==> src/rtl/time_ordered_job_queue_defines.svh <==
// Assertion macros shared by the time-ordered job queue RTL.
// Depends on nothing; included by the files that carry assertions.
`ifndef TIME_ORDERED_JOB_QUEUE_DEFINES_SVH
`define TIME_ORDERED_JOB_QUEUE_DEFINES_SVH

`ifndef SYNTHESIS
// Same-cycle implication, checked at every rising clock edge out of reset.
`define TOJQ_ASSERT_NOW(lbl, clk, rst, ante, cons) \
   lbl: assert property (@(posedge clk) disable iff (rst) (ante) |-> (cons)) \
      else $error("same-cycle check failed");
// Next-cycle implication.
`define TOJQ_ASSERT_NEXT(lbl, clk, rst, ante, cons) \
   lbl: assert property (@(posedge clk) disable iff (rst) (ante) |=> (cons)) \
      else $error("next-cycle check failed");
`else
`define TOJQ_ASSERT_NOW(lbl, clk, rst, ante, cons)
`define TOJQ_ASSERT_NEXT(lbl, clk, rst, ante, cons)
`endif

`endif

==> src/rtl/tojq_pkg.sv <==
// Shared types and constants of the time-ordered job queue.
// Depends on nothing; used by the interfaces, the cell and the top level.
package tojq_pkg;

   localparam int CMD_W    = 2;
   localparam int JOB_W    = 16;
   localparam int TIME_W   = 32;
   localparam int HANDLE_W = 16;
   localparam int STAT_W   = 2;
   localparam int OCC_W    = 5;

   typedef enum logic [CMD_W-1:0] {
      CMD_INSERT = 2'd0,
      CMD_POP    = 2'd1,
      CMD_FIND   = 2'd2
   } cmd_type;

   typedef enum logic [STAT_W-1:0] {
      STAT_OK        = 2'd0,
      STAT_FULL      = 2'd1,
      STAT_EMPTY     = 2'd2,
      STAT_NOT_FOUND = 2'd3
   } status_type;

   typedef enum logic [1:0] {
      CELL_HOLD   = 2'd0,
      CELL_INSERT = 2'd1,
      CELL_POP    = 2'd2
   } cell_op_type;

   typedef struct packed {
      logic [JOB_W-1:0]    job_number;
      logic [TIME_W-1:0]   start_time;
      logic [HANDLE_W-1:0] file_handle;
   } entry_type;

   // Broadcast from the top level to every cell of the chain.
   typedef struct packed {
      cell_op_type      op;
      entry_type        new_entry;
      logic [JOB_W-1:0] key_job;
   } cell_ctl_type;

endpackage

==> src/rtl/tojq_if.sv <==
// Valid/ready channel interfaces for commands and results of the job queue.
// Depends on tojq_pkg for the field widths.
interface tojq_req_if import tojq_pkg::*; ();
   logic                valid;
   logic                ready;
   logic [CMD_W-1:0]    command;
   logic [JOB_W-1:0]    job_number;
   logic [TIME_W-1:0]   start_time;
   logic [HANDLE_W-1:0] file_handle;

   modport source (output valid, command, job_number, start_time, file_handle,
                   input ready);
   modport sink   (input valid, command, job_number, start_time, file_handle,
                   output ready);
endinterface

interface tojq_rsp_if import tojq_pkg::*; ();
   logic                valid;
   logic                ready;
   logic [STAT_W-1:0]   status;
   logic [JOB_W-1:0]    out_job_number;
   logic [TIME_W-1:0]   out_start_time;
   logic [HANDLE_W-1:0] out_file_handle;
   logic [OCC_W-1:0]    occupancy;

   modport source (output valid, status, out_job_number, out_start_time,
                   out_file_handle, occupancy, input ready);
   modport sink   (input valid, status, out_job_number, out_start_time,
                   out_file_handle, occupancy, output ready);
endinterface

==> src/rtl/time_ordered_job_queue.sv <==
// Time-ordered job queue: a chain of cells kept sorted by start time.
// Depends on tojq_pkg, the channel interfaces and tojq_cell.
//
// Usage: commands arrive on the req_ch channel (insert, pop earliest, find
// by job number) and every command yields exactly one result on rsp_ch.
// Each transfer happens at a rising edge where valid and ready are high.
// Insert and pop act on all cells at once: on an insert every cell compares
// its own start time with the new key, and all cells shift together, so the
// result of an insert, a pop or an unused command is presented in the cycle
// after its transfer; such commands are taken one per cycle unless rsp_ch stalls.
// Find walks the chain one slot per cycle from the earliest entry and stops at
// the matching slot or the last held one, where its result is loaded into the
// output register; a find on an empty queue presents its result in the cycle
// after its transfer. No command is taken during a walk.
// The result sits in an output register; a new command is taken only when
// that register is empty or is being drained in the same cycle, so a stalled
// receiver simply holds req_ch.ready low and nothing is lost.
// Reset clears the entry count and the control state; the slot contents are
// never read before they are written, so they are not cleared.
`include "time_ordered_job_queue_defines.svh"

module time_ordered_job_queue import tojq_pkg::*; #(
   parameter int DEPTH = 16
) (
   input logic        clock,
   input logic        reset,
   tojq_req_if.sink   req_ch,
   tojq_rsp_if.source rsp_ch
);

   localparam int CntW = $clog2(DEPTH + 1);
   localparam int IdxW = $clog2(DEPTH);

   // The search walk is the only multi-cycle activity.
   typedef enum logic [1:0] {
      ST_IDLE = 2'b01,
      ST_FIND = 2'b10
   } state_type;

   state_type        state_ff, state_in;
   logic [CntW-1:0]  count_ff, count_in;
   logic [IdxW-1:0]  find_idx_ff, find_idx_in;
   logic [JOB_W-1:0] find_key_ff, find_key_in;

   logic                rsp_valid_ff, rsp_valid_in;
   status_type          rsp_status_ff, rsp_status_in;
   entry_type           rsp_entry_ff, rsp_entry_in;
   logic [OCC_W-1:0]    rsp_occ_ff, rsp_occ_in;
   logic                rsp_load;

   cell_ctl_type        ctl;
   entry_type           entry_w [DEPTH];
   logic [DEPTH-1:0]    lt_w;
   logic [DEPTH-1:0]    match_w;

   logic fire;
   logic is_full;
   logic is_empty;
   logic find_hit;
   logic find_last;
   entry_type req_entry;

   // The output register is free when empty or when its result is
   // transferred in this same cycle.
   assign req_ch.ready = (state_ff == ST_IDLE) && (!rsp_valid_ff || rsp_ch.ready);
   assign fire         = req_ch.valid && req_ch.ready;
   assign is_full      = count_ff == CntW'(DEPTH);
   assign is_empty     = count_ff == '0;

   assign req_entry.job_number  = req_ch.job_number;
   assign req_entry.start_time  = req_ch.start_time;
   assign req_entry.file_handle = req_ch.file_handle;

   // Control broadcast to the chain.
   always_comb begin
      ctl.op        = CELL_HOLD;
      ctl.new_entry = req_entry;
      ctl.key_job   = find_key_ff;
      if (fire && (req_ch.command == CMD_INSERT) && !is_full) begin
         ctl.op = CELL_INSERT;
      end else if (fire && (req_ch.command == CMD_POP) && !is_empty) begin
         ctl.op = CELL_POP;
      end
   end

   // The chain itself. The slot before the first acts as an entry that is
   // earlier than any key, so an insert lands in slot zero when nothing
   // held is earlier.
   for (genvar gi = 0; gi < DEPTH; gi++) begin : g_cell
      entry_type prev_entry;
      logic      prev_lt;
      entry_type next_entry;

      if (gi == 0) begin : g_first
         assign prev_entry = '0;
         assign prev_lt    = 1'b1;
      end else begin : g_inner
         assign prev_entry = entry_w[gi-1];
         assign prev_lt    = lt_w[gi-1];
      end

      if (gi == DEPTH - 1) begin : g_last
         assign next_entry = '0;
      end else begin : g_body
         assign next_entry = entry_w[gi+1];
      end

      tojq_cell #(
         .DEPTH (DEPTH),
         .INDEX (gi)
      ) u_cell (
         .clock      (clock),
         .ctl        (ctl),
         .count      (count_ff),
         .prev_entry (prev_entry),
         .prev_lt    (prev_lt),
         .next_entry (next_entry),
         .entry      (entry_w[gi]),
         .lt         (lt_w[gi]),
         .match      (match_w[gi])
      );
   end

   // The walk inspects one slot per cycle and stops at the first match or
   // at the last held entry.
   assign find_hit  = match_w[find_idx_ff];
   assign find_last = (CntW'(find_idx_ff) + CntW'(1)) == count_ff;

   always_comb begin
      state_in      = state_ff;
      count_in      = count_ff;
      find_idx_in   = find_idx_ff;
      find_key_in   = find_key_ff;
      rsp_load      = 1'b0;
      rsp_status_in = STAT_OK;
      rsp_entry_in  = '0;
      rsp_occ_in    = OCC_W'(count_ff);

      unique case (state_ff)
         ST_IDLE: begin
            if (fire) begin
               case (req_ch.command)
                  CMD_INSERT: begin
                     rsp_load = 1'b1;
                     if (is_full) begin
                        rsp_status_in = STAT_FULL;
                     end else begin
                        count_in   = count_ff + CntW'(1);
                        rsp_occ_in = OCC_W'(count_in);
                     end
                  end
                  CMD_POP: begin
                     rsp_load = 1'b1;
                     if (is_empty) begin
                        rsp_status_in = STAT_EMPTY;
                     end else begin
                        count_in     = count_ff - CntW'(1);
                        rsp_entry_in = entry_w[0];
                        rsp_occ_in   = OCC_W'(count_in);
                     end
                  end
                  CMD_FIND: begin
                     if (is_empty) begin
                        rsp_load      = 1'b1;
                        rsp_status_in = STAT_NOT_FOUND;
                     end else begin
                        find_key_in = req_ch.job_number;
                        find_idx_in = '0;
                        state_in    = ST_FIND;
                     end
                  end
                  default: begin
                     // The unused command code changes nothing.
                     rsp_load = 1'b1;
                  end
               endcase
            end
         end
         ST_FIND: begin
            if (find_hit || find_last) begin
               rsp_load = 1'b1;
               state_in = ST_IDLE;
               if (find_hit) begin
                  rsp_entry_in = entry_w[find_idx_ff];
               end else begin
                  rsp_status_in = STAT_NOT_FOUND;
               end
            end else begin
               find_idx_in = find_idx_ff + IdxW'(1);
            end
         end
         default: begin
            state_in = ST_IDLE;
         end
      endcase
   end

   assign rsp_valid_in = rsp_load || (rsp_valid_ff && !rsp_ch.ready);

   always_ff @(posedge clock) begin
      if (reset) begin
         state_ff     <= ST_IDLE;
         count_ff     <= '0;
         rsp_valid_ff <= 1'b0;
      end else begin
         state_ff     <= state_in;
         count_ff     <= count_in;
         rsp_valid_ff <= rsp_valid_in;
      end
   end

   always_ff @(posedge clock) begin
      find_idx_ff <= find_idx_in;
      find_key_ff <= find_key_in;
      if (rsp_load) begin
         rsp_status_ff <= rsp_status_in;
         rsp_entry_ff  <= rsp_entry_in;
         rsp_occ_ff    <= rsp_occ_in;
      end
   end

   assign rsp_ch.valid           = rsp_valid_ff;
   assign rsp_ch.status          = rsp_status_ff;
   assign rsp_ch.out_job_number  = rsp_entry_ff.job_number;
   assign rsp_ch.out_start_time  = rsp_entry_ff.start_time;
   assign rsp_ch.out_file_handle = rsp_entry_ff.file_handle;
   assign rsp_ch.occupancy       = rsp_occ_ff;

   // The entry count never passes the number of cells.
   `TOJQ_ASSERT_NOW(a_count_bound, clock, reset, 1'b1, count_ff <= CntW'(DEPTH))
   // During a walk the output register is always empty.
   `TOJQ_ASSERT_NOW(a_find_out_free, clock, reset, state_ff == ST_FIND, !rsp_valid_ff)
   // The walk stays within the held entries.
   `TOJQ_ASSERT_NOW(a_find_in_range, clock, reset, state_ff == ST_FIND,
                    CntW'(find_idx_ff) < count_ff)
   // An accepted insert into a queue with room grows it by one.
   `TOJQ_ASSERT_NEXT(a_insert_grows, clock, reset,
                     fire && (req_ch.command == CMD_INSERT) && !is_full,
                     count_ff == $past(count_ff) + CntW'(1))

endmodule

==> src/rtl/tojq_cell.sv <==
// One slot of the sorted job chain: holds an entry and shifts with neighbors.
// Depends on tojq_pkg for the entry and control types.
module tojq_cell import tojq_pkg::*; #(
   parameter int DEPTH = 16,
   parameter int INDEX = 0,
   localparam int CntW = $clog2(DEPTH + 1)
) (
   input  logic              clock,
   input  cell_ctl_type      ctl,
   input  logic [CntW-1:0]   count,
   input  entry_type         prev_entry,
   input  logic              prev_lt,
   input  entry_type         next_entry,
   output entry_type         entry,
   output logic              lt,
   output logic              match
);

   entry_type entry_ff, entry_in;
   logic      occupied;

   assign occupied = count > CntW'(INDEX);
   assign lt       = occupied && (entry_ff.start_time < ctl.new_entry.start_time);
   assign match    = occupied && (entry_ff.job_number == ctl.key_job);
   assign entry    = entry_ff;

   // On insert, earlier slots keep their entry, the first slot not earlier takes the
   // new one and the rest take their left neighbor's; on pop all take the right one's.
   always_comb begin
      entry_in = entry_ff;
      unique case (ctl.op)
         CELL_INSERT: begin
            if (!lt) begin
               entry_in = prev_lt ? ctl.new_entry : prev_entry;
            end
         end
         CELL_POP: begin
            entry_in = next_entry;
         end
         default: begin
            entry_in = entry_ff;
         end
      endcase
   end

   always_ff @(posedge clock) begin
      entry_ff <= entry_in;
   end

endmodule
==> src/flat_wrapper.sv <==
// flat-port wrapper written by rule: the top's interface ports become plain ports
module time_ordered_job_queue_flat import tojq_pkg::*;
#(
   parameter int DEPTH = 16
)
  (clock, reset, req_ch_valid, req_ch_command, req_ch_job_number, req_ch_start_time, req_ch_file_handle, req_ch_ready, rsp_ch_valid, rsp_ch_status, rsp_ch_out_job_number, rsp_ch_out_start_time, rsp_ch_out_file_handle, rsp_ch_occupancy, rsp_ch_ready);
  tojq_req_if req_ch_i ();
  tojq_rsp_if rsp_ch_i ();
  input logic clock;
  input logic reset;
  input wire logic [$bits(req_ch_i.valid)-1:0] req_ch_valid;
  input wire logic [$bits(req_ch_i.command)-1:0] req_ch_command;
  input wire logic [$bits(req_ch_i.job_number)-1:0] req_ch_job_number;
  input wire logic [$bits(req_ch_i.start_time)-1:0] req_ch_start_time;
  input wire logic [$bits(req_ch_i.file_handle)-1:0] req_ch_file_handle;
  output wire logic [$bits(req_ch_i.ready)-1:0] req_ch_ready;
  output wire logic [$bits(rsp_ch_i.valid)-1:0] rsp_ch_valid;
  output wire logic [$bits(rsp_ch_i.status)-1:0] rsp_ch_status;
  output wire logic [$bits(rsp_ch_i.out_job_number)-1:0] rsp_ch_out_job_number;
  output wire logic [$bits(rsp_ch_i.out_start_time)-1:0] rsp_ch_out_start_time;
  output wire logic [$bits(rsp_ch_i.out_file_handle)-1:0] rsp_ch_out_file_handle;
  output wire logic [$bits(rsp_ch_i.occupancy)-1:0] rsp_ch_occupancy;
  input wire logic [$bits(rsp_ch_i.ready)-1:0] rsp_ch_ready;
  assign req_ch_i.valid = req_ch_valid;
  assign req_ch_i.command = req_ch_command;
  assign req_ch_i.job_number = req_ch_job_number;
  assign req_ch_i.start_time = req_ch_start_time;
  assign req_ch_i.file_handle = req_ch_file_handle;
  assign req_ch_ready = req_ch_i.ready;
  assign rsp_ch_valid = rsp_ch_i.valid;
  assign rsp_ch_status = rsp_ch_i.status;
  assign rsp_ch_out_job_number = rsp_ch_i.out_job_number;
  assign rsp_ch_out_start_time = rsp_ch_i.out_start_time;
  assign rsp_ch_out_file_handle = rsp_ch_i.out_file_handle;
  assign rsp_ch_occupancy = rsp_ch_i.occupancy;
  assign rsp_ch_i.ready = rsp_ch_ready;
  time_ordered_job_queue #(.DEPTH(DEPTH)) u_core (.clock(clock), .reset(reset), .req_ch(req_ch_i), .rsp_ch(rsp_ch_i));
endmodule
==> config.mk <==
export PLATFORM = sky130hd
export DESIGN_NAME = time_ordered_job_queue_flat
export DESIGN_NICKNAME = d
export VERILOG_FILES = /design/src/rtl/tojq_pkg.sv /design/src/rtl/tojq_if.sv /design/src/rtl/time_ordered_job_queue.sv /design/src/rtl/tojq_cell.sv /design/src/flat_wrapper.sv
export VERILOG_INCLUDE_DIRS = /design/src /design/src/rtl
export SDC_FILE = /design/constraint.sdc
export NUM_CORES = 2
export LEC_CHECK = 0
export BUFFER_PORTS_ARGS = -buffer_cell sky130_fd_sc_hd__buf_2
export CELL_PAD_IN_SITES_DETAIL_PLACEMENT = 1
export CELL_PAD_IN_SITES_GLOBAL_PLACEMENT = 2
export CORE_MARGIN = 1.5
export CORE_UTILIZATION = 25
export CTS_CLUSTER_DIAMETER = 150
export DETAILED_ROUTE_END_ITERATION = 8
export HOLD_SLACK_MARGIN = 0.1
export PLACE_DENSITY = 0.6
export SYNTH_ARGS = -nofsm -noshare
export SYNTH_HDL_FRONTEND = slang
export SYNTH_SLANG_ARGS = --single-unit
==> constraint.sdc <==
create_clock -name clock -period 18.02 [get_ports clock]
set_input_delay 2.703 -clock clock [delete_from_list [all_inputs] [get_ports clock]]
set_output_delay 2.703 -clock clock [all_outputs]
set_load 0.005 [all_outputs]
---- Word-level counts from Yosys, hierarchy flattened ----
Index checks and enable logic that the tools add are counted.
storage, ports and cells
  register bits ........................... 1123
  bits in latches ......................... 0
  memory bits (writable) .................. 0
  memory bits (read-only) ................. 0
  bits of input ports ..................... 70
  output and inout port bits .............. 73
  word-level logic and storage cells ...... 300
  memories ................................ 0
cells by class
  add/subtract/negate cells ............... 4
  $mul .................................... 0
  divide/modulo/power cells ............... 0
  order comparisons ....................... 34
  eq/ne operators ......................... 45
  shifts and indexed selects .............. 0
  mux-type cells .......................... 88
  bitwise logic cells ..................... 2
  reduce and logical (&&, ||, !) cells .... 69
operator list
  cell                 count
  $mux 64              38
  $pmux 64 s2          17
  $lt 32x32->1         16
  $bmux 64 s4          1
  $eq 16x16->1         16
  $gt 5x4->1 const B   8
  $logic_and 1x1->1    39
  $ne 2x2->1 const B   19
  $reduce_and 2->1     16
  $mux 2               11
  $gt 5x3->1 const B   4
  $mux 5               4
  $mux 4               4
  $gt 5x1->1 const B   2
  $gt 5x2->1 const B   2
  $pmux 5 s2           1
  $pmux 2 s2           2
  $pmux 4 s2           1
  $reduce_and 4->1     2
  $eq 2x1->1 const B   3
  $eq 2x2->1 const B   3
  $mux 1               6
  $pmux 2 s3           1
  $add 4x1->5 const B  1
  other kinds (18)     25

---- Logic depth before layout (Yosys ltp) ----
  word-level depth ........................ 11
  gate-level depth with buffers ........... 15
  gate-level depth less buffers ........... 11

---- Cells and area by module ----
Synthesis repeated with hierarchy kept, for this count alone.
second synthesis, totals
  cell total of the unflattened synthesis .. 7413
  area, all modules ....................... 79754.0 um^2
modules (own cells, without submodules)
  module                                     times used  cells an instance  area each (um^2)  seq. area each (um^2)
  time_ordered_job_queue                     1           753                12089.1           2892.8
  tojq_cell at u_core.g_cell[3].u_cell ...   2           417                4237.8            1921.8
  tojq_cell at u_core.g_cell[0].u_cell ...   2           416                4225.3            1921.8
  tojq_cell at u_core.g_cell[10].u_cell ...  2           416                4215.3            1921.8
  tojq_cell at u_core.g_cell[15].u_cell      1           417                4264.1            1921.8
  tojq_cell at u_core.g_cell[4].u_cell       1           418                4260.3            1921.8
  tojq_cell at u_core.g_cell[2].u_cell       1           417                4241.6            1921.8
  tojq_cell at u_core.g_cell[13].u_cell      1           413                4232.8            1921.8
  tojq_cell at u_core.g_cell[8].u_cell       1           418                4227.8            1921.8
  tojq_cell at u_core.g_cell[9].u_cell       1           417                4222.8            1921.8
  tojq_cell at u_core.g_cell[6].u_cell       1           416                4219.0            1921.8
  tojq_cell at u_core.g_cell[1].u_cell       1           416                4217.8            1921.8
  tojq_cell at u_core.g_cell[14].u_cell      1           415                4212.8            1921.8
  tojq_cell at u_core.g_cell[11].u_cell      1           415                4209.0            1921.8

---- Worst setup path before layout ----
No wires, ideal clock.
  path type ............................... input to register
  from .................................... input req_ch_start_time[29]
  to ...................................... register u_core.g_cell[13].u_cell.entry_ff (netlist bit u_core.g_cell[13].u_cell.entry[0]), enable pin
  library setup time ...................... 0.574 ns
  arrival ................................. 9.606 ns
  data required time ...................... 17.446 ns
  slack ................................... 7.840 ns
  stages on the path ...................... 14
  path buffers ............................ 4
  cell sequence ........................... clkbuf_1 -> clkbuf_1 -> inv_1 -> ha_1 -> nand4_1 -> nor2_1 -> nand3_1 -> a2111oi_0 -> nor2_1 -> o21ai_0 -> a21oi_1 -> buf_2 -> buf_4 -> o21ai_0
on the way
  word-level cells in the longest chain between the ends .. 4
RTL lines
  what                        RTL line            RTL
  start, declared             flat_wrapper.sv:14  input wire logic [$bits(req_ch_i.start_time)-1:0] req_ch_start_time;
  $lt 32x32->1                tojq_cell.sv:23     assign lt = occupied && (entry_ff.start_time < ctl.new_entry.start_time);
  $logic_and 1x1->1           tojq_cell.sv:23
  $ne 2x2->1 (no line)        -
  $reduce_and 2->1 (no line)  -
  end signal, assigned        tojq_cell.sv:47     entry_ff <= entry_in;
  end, declared               tojq_cell.sv:19     entry_type entry_ff, entry_in;
Every way passes these cells.
A chain may end at the register's enable or synchronous reset.

---- Worst setup path in the final report ----
  from .................................... input req_ch_start_time[31]
  to ...................................... register u_core.g_cell[3].u_cell.entry_ff (netlist bit u_core.g_cell[3].u_cell.entry[8]), enable pin
on the way
  word-level cells in the longest chain between the ends .. 4
RTL lines
  what                        RTL line
  $lt 32x32->1                tojq_cell.sv:23
  $logic_and 1x1->1           tojq_cell.sv:23
  $ne 2x2->1 (no line)        -
  $reduce_and 2->1 (no line)  -
  end signal, assigned        tojq_cell.sv:47
  end, declared               tojq_cell.sv:19
Every way passes these cells.

==> results.md <==
* Status: finished clean
* Total of max-cap violations at 0
* Place WS at a little over 9 ns
* Final HPWL DP at 231 mm
* Leakage at between 0.03 and 0.04 uW
* Post-CTS Hold Buffers at 0
* # rows at slightly above 200
* Post-route design area at 87800 um2
* CTS max path bufs at 4
* Crit-path cells: buf_2 > inv_1 > ha_1 > nand3_1 > nor2_1 > nand2_1 > nor3_1 > nand2_1 > o21ai_0 > a41o_4 > o21ai_0 > nand2_4 > buf_4
* Critical path arrival at 8.40 ns
* Worst path bufs/invs at 3
* TritonCTS clock tree: done
* Comb power frac at a little under a third
* Met3 GRT Util at 2.93%
* Grt peak-use layer: met2
* WS Path Type: in2reg
* Root Buffer: clkbuf_16
* Mean cell area of the mapped netlist at 10.9 um2
* Ys flop type: edfxtp_1
* Clk sinks at approximately 1100
* Psw at 3520 uW
* Final worst-path cycle share at 44.1%
* I/O pin count at between 100 and 150
* Die Ht at 563 um
* Synth area leaders: edfxtp_1, mux2i_1, mux4_2, ha_1, nand2_1
* Setup bufs post-CTS at 0
* Slowest cell on crit path: nor3_1
* Req. time, crit path at 18.47 ns
* CORE AREA at between 300000 and 400000 um2
* Total vias in the final route at 61293
* Worst vdd ir at about 0.000063 V
* Critical Path Start: req_ch_start_time[31]
* Area growth from synthesis to layout at 11.9%
* Synthesized Nets at 7775
* Delay-heaviest family, CP: simple AND/OR/NAND/NOR gates
* GPL Wtd Cong at 0.889
* Input/output buffers at 142
* Overall Global Routing Usage at between 20% and 30%
* Internal Power at about 6300 uW
* Final Max Slew Viols at 0
* Sequential fraction of design power at around 38%
* Grt met1 use at a little under a third
* Initial antenna violation count at 47
* CP endpoint kind: flip-flop
* DR vias/cell at 5.43
* Routed WL per cell at about 31 um
* Vias in the first global route at 62162
* Post-synth EDFFs at 1115
* CP Launch Type: primary input
* Worst Hold Launch: u_core.g_cell[15].u_cell.entry[12]
* Die Width at approximately 560 um
* Worst-path clk slew at 0.06 ns
* Pwr Density at 112 nW/um2
* Min setup slack post-route at 10.07 ns
* Largest net degree at the start of global routing at around 190
* Critical path fanouts, max at 35
* Drt drc at 0
* Tot Pwr at just under 10000 uW
* Layout cells sized above 1 at 12.8%
* Final setup vio count at 0
* Netlist cell types at 67
* Die area at 317000 um2
* Hold Vio Cnt, Final at 0
* First-pass GRT wire length at approximately 500 mm
* Nets at 7585
* Overflow after GRT at 0
* RSZ-0062 raised after global routing: false
* Switching part of the total at 35.8%
* Number of synthesis warnings at 0
* Clock power share at 31.8%
* Router iterations before antenna repair at 5
* H-tree depth at 4
* Crit path time final at 7.95 ns
* Post-Syn Area at roughly 78000 um2
* # resized after CTS at 0
* Slew @ Worst Pin at 1.40 ns
* Detail Route Antenna Nets at 0
* Sequential fraction of the synthesis area at between 40% and 50%
* Setup Skew at 0.0772 ns
* Fmax at 126 MHz
* Number of synthesized register bits at 1123
* Starting density of the core at about a quarter
* Post-DP Area at 82900 um2
* Area share of the largest cell type after synthesis at 42.7%
* Clk Latency, worst-skew pair at between 0.8 and 0.9 ns
* Synth area leader: edfxtp_1
* DRT Wirelength at roughly 350 mm
* 1st-iter DRT viols at 6119
* CTS buffer count at 162
* Slew HR at 6.38%
* Mapped Cells at 7200
* GRT met2 Usage at 34.1%
* Async set-reset flop share out of synthesis at 0%
* Final core utilization at between 20 and 30%
* CP max stage delay at 0.97 ns
* Final setup TNS at 0 ns
* Worst hold path class: reg2reg
* Worst r2r src: u_core.count_ff[4]
-- logic make-up (layout without fill, tap and decap cells) --
kind of cell             Yosys count  in the layout  share of synthesized area, %
AND/OR/NAND/NOR                 1704           1704                          9.10
AO/OA/AOI/OAI                   1645           1645                          11.9
multiplexers                    1218           1218                          20.7
flip-flops                      1123           1123                          42.9
buffers and inverters            739            665                          4.38
adder cells (fa/ha/maj)          505            505                          8.05
XOR/XNOR                         266            266                          2.97
other                              0             14                             0
-- path summary, 6_finish.rpt --
| kind | endpoint | slack, ns | cells past startpoint |
|---|---|---|---|
| worst max register to register | u_core.g_cell[1].u_cell.entry[32] | 11.65 | 11 |
| worst min-delay path | u_core.g_cell[14].u_cell.entry[12] | 0.53 | 2 |
| worst max-delay path | u_core.g_cell[3].u_cell.entry[8] | 10.07 | 13 |
| worst min register to register | u_core.g_cell[14].u_cell.entry[12] | 0.53 | 2 |
-- final cells by class --
cell class / instances / area, um2
Tap cell: 4140 / 5180
Fill cell: 34551 / 224000
Clock inverter: 80 / 628
Inverter: 113 / 429
Clock buffer: 200 / 4260
Sequential cell: 1123 / 33600
Antenna cell: 14 / 35.0
Timing Repair Buffer: 272 / 1820
Multi-Input combinational cell: 5338 / 41800
-- metrics by stage --
| step | hold WS, ns | std cells |
|---|---|---|
| global route | 0.563 | 11271 |
| detailed placement | 0.538 | 10986 |
| floorplan | 0.504 | 7200 |
| finish | 0.531 | 11280 |
| global placement | 0.515 | 10986 |
| CTS | 0.531 | 11266 |
-- synth_stat cells (100+ instances only) --
master    instances
a21o_1          161
a21oi_1         324
buf_2           165
clkbuf_1        323
edfxtp_1       1115
ha_1            505
inv_1           112
mux2i_1         833
mux4_2          320
nand2_1         887
nand4_1         100
nor2_1          463
o21ai_0         636
o21ai_1         271
xnor2_1         147
xor2_1          119
-- worst register-to-register path, cell delays in order, from the launching register on --
cell and delay [ns]:
dfxtp_1 0.72, clkinv_1 0.66, nand3_1 0.58, nand2_1 0.22
nor2_4 0.16, buf_12 0.46, buf_12 0.67, buf_4 1.05
buf_4 1.04, nor2_1 0.21, mux2_2 0.31, nor2_1 0.11
-- registers in the layout (all words and copies together), names as in the netlist --
name,cells
u_core.count_ff,5
u_core.find_idx_ff,4
u_core.find_key_ff,16
u_core.g_cell.u_cell.entry,1024
u_core.rsp_ch.occupancy,5
u_core.rsp_ch.out_file_handle,16
u_core.rsp_ch.out_job_number,16
u_core.rsp_ch.out_start_time,32
u_core.rsp_ch.status,2
u_core.rsp_ch.valid,1
u_core.state_ff,2
-- power groups by stage --
stage                     clock, uW  combinational, uW  sequential (uW)
after CTS                      3220               3010             3710
after floorplan                   0               1890             3650
after global routing           3290               3190             3750
after global placement            0               2940             3750
final                          3130               3000             3710
after detailed placement          0               2990             3750
-- layout by cell type, fill, tap and decap left out, types with 65 or more instances in the layout --
cell / count
a21o_1: 159
ha_1: 505
mux4_2: 320
mux2i_1: 833
buf_2: 142
inv_1: 111
o21ai_1: 267
mux2_2: 65
a31oi_1: 74
nor2_1: 461
edfxtp_1: 1115
buf_4: 119
clkbuf_16: 165
o21ai_0: 625
a21oi_1: 319
xnor2_1: 147
nand4_1: 100
nand2_1: 881
nor3_1: 93
xor2_1: 119
-- layer usage --
metal / routed length (um) / share of wire [%]
met1: 166000 / 47
met2: 159000 / 45
met3: 19800 / 5.6
met4: 8920 / 2.5
met5: 82 / 0.023
(Power assumes the default switching activity.)
